`config.mk`:
```
export PLATFORM = sky130hd
export DESIGN_NAME = ust_ctrl
export DESIGN_NICKNAME = d
export VERILOG_FILES = /design/src/rtl/core/ust_pkg.sv /design/src/rtl/core/ust_ctrl.sv
export SDC_FILE = /design/constraint.sdc
export NUM_CORES = 1
export LEC_CHECK = 0
export BUFFER_PORTS_ARGS = -buffer_cell sky130_fd_sc_hd__buf_2
export CORE_MARGIN = 1.5
export CORE_UTILIZATION = 40
export DETAILED_ROUTE_END_ITERATION = 8
export HOLD_SLACK_MARGIN = 0.12
export PLACE_DENSITY = 0.69
export SETUP_SLACK_MARGIN = 0.2
export SYNTH_ARGS = -nofsm -noshare
export SYNTH_HDL_FRONTEND = slang
export SYNTH_SLANG_ARGS = --single-unit
```
`constraint.sdc`:
```
create_clock -name clk -period 4.2 [get_ports clk]
set_input_delay 0.63 -clock clk [delete_from_list [all_inputs] [get_ports clk]]
set_output_delay 0.63 -clock clk [all_outputs]
set_load 0.02 [all_outputs]
```
`src/rtl/core/ust_pkg.sv`:
```
// ----------------------------------------------------------------------------
// ust_pkg
// Shared constants and types for the unordered set table.
// ----------------------------------------------------------------------------
`default_nettype none

package ust_pkg;

  localparam int unsigned CAPACITY_DEF    = 64;
  localparam int unsigned VALUE_WIDTH_DEF = 32;
  localparam int unsigned ITEM_W          = 32;
  localparam int unsigned SIZE_W          = 7;

  localparam logic [1:0] OP_INSERT = 2'd0;
  localparam logic [1:0] OP_ERASE  = 2'd1;
  localparam logic [1:0] OP_QUERY  = 2'd2;

  localparam logic [1:0] ST_DONE      = 2'd0;
  localparam logic [1:0] ST_NOT_FOUND = 2'd1;
  localparam logic [1:0] ST_PRESENT   = 2'd2;
  localparam logic [1:0] ST_FULL      = 2'd3;

  // Scan token passed from cell to cell.
  typedef struct packed {
    logic       valid;
    logic [1:0] op;
    logic       found;
  } tok_t;

endpackage

`default_nettype wire

```
`src/rtl/core/ust_ctrl.sv`:
```
// ----------------------------------------------------------------------------
// ust_ctrl
// Command intake, live count and result register. Launches one token into
// the cell row per item and closes the item when the token leaves the row.
// ----------------------------------------------------------------------------
`default_nettype none

module ust_ctrl #(
  parameter int unsigned CAPACITY    = ust_pkg::CAPACITY_DEF,
  parameter int unsigned VALUE_WIDTH = ust_pkg::VALUE_WIDTH_DEF,
  parameter int unsigned CNT_W       = 7
) (
  input  logic                        clk,
  input  logic                        rst,
  input  logic                        start,
  output logic                        busy,
  input  logic [1:0]                  opcode,
  input  logic [ust_pkg::ITEM_W-1:0]  item_value,
  output ust_pkg::tok_t               head_tok,
  output logic [VALUE_WIDTH-1:0]      head_val,
  input  ust_pkg::tok_t               tail_tok,
  output logic [CNT_W-1:0]            count,
  output logic                        done,
  output logic [1:0]                  status,
  output logic                        was_present,
  output logic [ust_pkg::SIZE_W-1:0]  set_size
);
  import ust_pkg::*;

  localparam logic [CNT_W-1:0] CAP_C = CNT_W'(CAPACITY);
  localparam logic [CNT_W-1:0] ONE_C = CNT_W'(1);

  logic                          accept;
  logic [ITEM_W+VALUE_WIDTH-1:0] val_ext;
  logic [1:0]                    st_next;
  logic [CNT_W-1:0]              count_next;
  logic [CNT_W+SIZE_W-1:0]       size_ext;

  assign accept   = start && !busy;
  assign val_ext  = {{VALUE_WIDTH{1'b0}}, item_value};
  assign size_ext = {{SIZE_W{1'b0}}, count_next};

  always_comb begin
    st_next    = ST_NOT_FOUND;
    count_next = count;
    case (tail_tok.op)
      OP_INSERT: begin
        if (tail_tok.found) begin
          st_next = ST_PRESENT;
        end else if (count == CAP_C) begin
          st_next = ST_FULL;
        end else begin
          st_next    = ST_DONE;
          count_next = count + ONE_C;
        end
      end
      OP_ERASE: begin
        if (tail_tok.found) begin
          st_next    = ST_DONE;
          count_next = count - ONE_C;
        end
      end
      default: begin
        // query, and the unused code with it
        st_next = tail_tok.found ? ST_DONE : ST_NOT_FOUND;
      end
    endcase
  end

  always_ff @(posedge clk) begin
    if (rst) begin
      busy     <= 1'b0;
      head_tok <= '0;
      count    <= '0;
      done     <= 1'b0;
    end else begin
      done           <= tail_tok.valid;
      head_tok.valid <= accept;
      head_tok.op    <= opcode;
      head_tok.found <= 1'b0;
      if (accept) begin
        busy <= 1'b1;
      end
      if (tail_tok.valid) begin
        busy  <= 1'b0;
        count <= count_next;
      end
    end
  end

  always_ff @(posedge clk) begin
    if (accept) begin
      head_val <= val_ext[VALUE_WIDTH-1:0];
    end
    if (tail_tok.valid) begin
      status      <= st_next;
      was_present <= tail_tok.found;
      set_size    <= size_ext[SIZE_W-1:0];
    end
  end

endmodule

`default_nettype wire

```
==> impl_metrics.csv <==
group,metric,value,unit
outcome,outcome,"finished clean",
synthesis,ys.flop_type,"edfxtp_1",
power_and_ir_drop,ir_drop,0.2116,mV
timing,setup_tns,0,ns
setup_path,cp-endpoint,"set_size[2]$_DFFE_PP_",
place,gp_congestion,0.8665,
route,wl,4759,um
setup_path,r2r_slack,2.23,ns
timing,finClkSkew,0.003559,ns
clock_tree,post_cts_resized,0,
global_routing,grt_max_degree,34,
route,dr_total_vias,1591,
route,dr.pass1.iters,4,
synthesis,synthesis.nets,203,
timing,final_hold_viol_count,0,
setup_path,worstRegToRegCells,4,
route,wl_per_cell,14.73,um
clock_tree,cts_root_buf,"clkbuf_8",
layout,fill_cells,454,
synthesis,synth_seq_area_share,67.45,%
layout,finish.utilization,54.09,%
setup_path,startpoint,"count[2]$_SDFFE_PP0P_",
clock_tree,cts_tree,"built",
floorplanning,io_pins,96,
synthesis,synthCells,159,
synthesis,synth.distinct_cells,51,
global_routing,grt_overflow,0,
place,numPortBuffers,94,
floorplanning,die_height,77.60,um
clock_tree,clk_pin_slew,0.09,ns
setup_path,startpoint_type,"register",
global_routing,grt_use_total,16.40,%
setup_path,end_kind,"register",
clock_tree,cts_max_level,2,
global_routing,antenna_found_initial,0,
floorplanning,die_w,77.60,um
floorplanning,fp.coreArea,0.005238,mm^2
clock_tree,numCtsBuffers,5,
layout,syn_to_final_growth,27.26,%
layout,stdcell_area,0.002833,mm^2
synthesis,yosysWarningCount,0,
route,ant_nets,0,
synthesis,synth-edff-count,42,
timing,finalSetupViolCount,0,
power_and_ir_drop,p_per_area,377.5,mW/mm^2
setup_path,r2r_start,"count[2]$_SDFFE_PP0P_",
power_and_ir_drop,p_leak,1.175,nW
timing,rsz0062_at_grt,"no",
global_routing,grt_pass1_vias,1468,
place,dp_cells,315,
layout,diodes,0,
global_routing,grt_pass1_wl,7534,um
setup_path,critPathMaxFanout,12,
clock_tree,cts_sinks,54,
layout,multiInputGateArea,655.6,um^2
clock_tree,cts.path.max_buffers,2,
timing,report.final.slew_viol_count,0,
route,avgViaCountPerCell,4.926,
timing,fmax,506.7,MHz
clock_tree,post-cts-setup-buffers,0,
synthesis,netlist_area,0.002226,mm^2
layout,regArea,0.001501,mm^2
timing,max_slew_margin,61.20,%
layout,stdcell_count,323,
floorplanning,initial_core_util,42.50,%
clock_tree,ctsHoldBuffers,0,
synthesis,avgSynthCellArea,14.00,um^2
layout,fin_nets,296,
setup_path,arrival,2.02,ns
timing,period_share,46.99,%
route,drc,0,
setup_path,worst-setup-path-type,"register to register",
clock_tree,clock_latency,0.30,ns
route,drt_iter0_drc,59,
synthesis,synth-seq-cells,54,
setup_path,timing.rr.end,"set_size[2]$_DFFE_PP_",
place,place_hpwl,3531,um
synthesis,synthArstFlopShare,0,%
layout,drive_above_1_share,43.08,%
place,placed_cell_area,0.002745,mm^2
floorplanning,die-area,0.006021,mm^2
setup_path,crit_required,4.25,ns
hold_path,hp-class,"primary input to register",
run,max_cap_violations,0,
timing,tightest_slew,0.5740,ns
timing,period_needed,1.973,ns
floorplanning,rows,26,
-- flip-flops by register name, summed over array words and instances, names as in the netlist --
signal and cells:
was_present 1, head_tok 3, set_size 7, done 1
status 2, head_val 32, busy 1, count 7
-- logic make-up (layout without fill, tap and decap cells) --
family                     Yosys count  after routing  synth area share, %
AOI/OAI and AO/OA                   30             30                10.91
DFF                                 54             54                67.45
muxes                                1              1               0.5059
other                                1              1               0.1685
xor gates and xnor gates             8              8                3.148
adders and majority gates            3              3                1.687
buffers and inverters               15            109                3.204
and+or+nand+nor                     47             47                12.93
-- Yosys cell counts, drive strengths merged (2+ instances only) --
| library cell | n | share of area [%] |
|---|---|---|
| nand4b | 2 | 0.79 |
| or3 | 3 | 1.1 |
| nand3b | 2 | 0.67 |
| and3 | 3 | 0.84 |
| nand3 | 3 | 0.67 |
| a21oi | 6 | 1.3 |
| o21ai | 6 | 1.3 |
| nor3 | 5 | 1.1 |
| buf | 6 | 1.7 |
| nor2b | 6 | 1.7 |
| clkbuf | 3 | 0.51 |
| a211oi | 2 | 0.67 |
| xor2 | 3 | 1.2 |
| and4b | 2 | 0.90 |
| edfxtp | 42 | 57 |
| xnor2 | 5 | 2.0 |
| inv | 6 | 1.0 |
| ha | 3 | 1.7 |
| nand2 | 2 | 0.34 |
| a2111oi | 2 | 0.79 |
| dfxtp | 12 | 11 |
| nor2 | 12 | 2.1 |
-- where the power goes --
| part | leakage, nW | total, mW | switching, mW | internal, mW |
|---|---|---|---|---|
| Combinational | 0.628 | 0.166 | 0.104 | 0.0620 |
| Sequential | 0.510 | 0.630 | 0.0163 | 0.613 |
| Clock | 0.0374 | 0.273 | 0.156 | 0.117 |
-- worst min path at each step --
stage / from / endpoint / slack (ns) / depth (start not counted)
final: item_value[7] / head_val[7]$_DFFE_PP_ / 0.50 / 1
after detailed placement: busy$_SDFFE_PP0P_ / busy$_SDFFE_PP0P_ / 0.51 / 2
after global placement: busy$_SDFFE_PP0P_ / busy$_SDFFE_PP0P_ / 0.50 / 2
after floorplan: busy$_SDFFE_PP0P_ / busy$_SDFFE_PP0P_ / 0.57 / 2
after CTS: item_value[7] / head_val[7]$_DFFE_PP_ / 0.49 / 1
after global routing: item_value[7] / head_val[7]$_DFFE_PP_ / 0.48 / 1
-- cells in the final DEF, fill, tap and decap left out, drive strengths merged, types with 2 or more instances in the layout --
master | netlist | final
a21oi | 6 | 6
ha | 3 | 3
inv | 6 | 6
nand3b | 2 | 2
nand3 | 3 | 3
xor2 | 3 | 3
xnor2 | 5 | 5
nor2 | 12 | 12
o21ai | 6 | 6
buf | 6 | 95
nand4b | 2 | 2
a2111oi | 2 | 2
a211oi | 2 | 2
nor2b | 6 | 6
or3 | 3 | 3
and3 | 3 | 3
and4b | 2 | 2
clkinvlp | 0 | 2
clkbuf | 3 | 6
nor3 | 5 | 5
nand2 | 2 | 2
dfxtp | 12 | 12
edfxtp | 42 | 42
-- stage by stage --
stage	power (mW)	worst slack [ns]	hold WS (ns)
finish	1.069	2.227	0.5006
global route	1.123	2.060	0.4784
CTS	1.082	2.213	0.4907
detailed placement	0.8097	2.071	0.5056
global placement	0.8068	2.152	0.5033
floorplan	0.7441	1.678	0.5718
-- cell type report --
type	count	area share, %
Sequential cell	54	53.00
Tap cell	70	3.092
Multi-Input combinational cell	90	23.14
Clock inverter	2	0.5300
Inverter	6	0.7951
Clock buffer	6	2.562
Timing Repair Buffer	95	16.87
-- per-layer routing --
layer,track usage (%),up-vias,wire length [um]
li1,-,790,-
met1,21.49,715,2167
met4,6.182,0,79
met5,0,-,0
met3,3.412,9,302
met2,26.70,77,2209
-- worst max-delay path, cell delays in order (launching register included) --
cell      delay (ns)
dfxtp_1         0.46
or3_4           0.46
or3_1           0.43
a311oi_2        0.29
nor2_1          0.09
(Power assumes the default switching activity.)
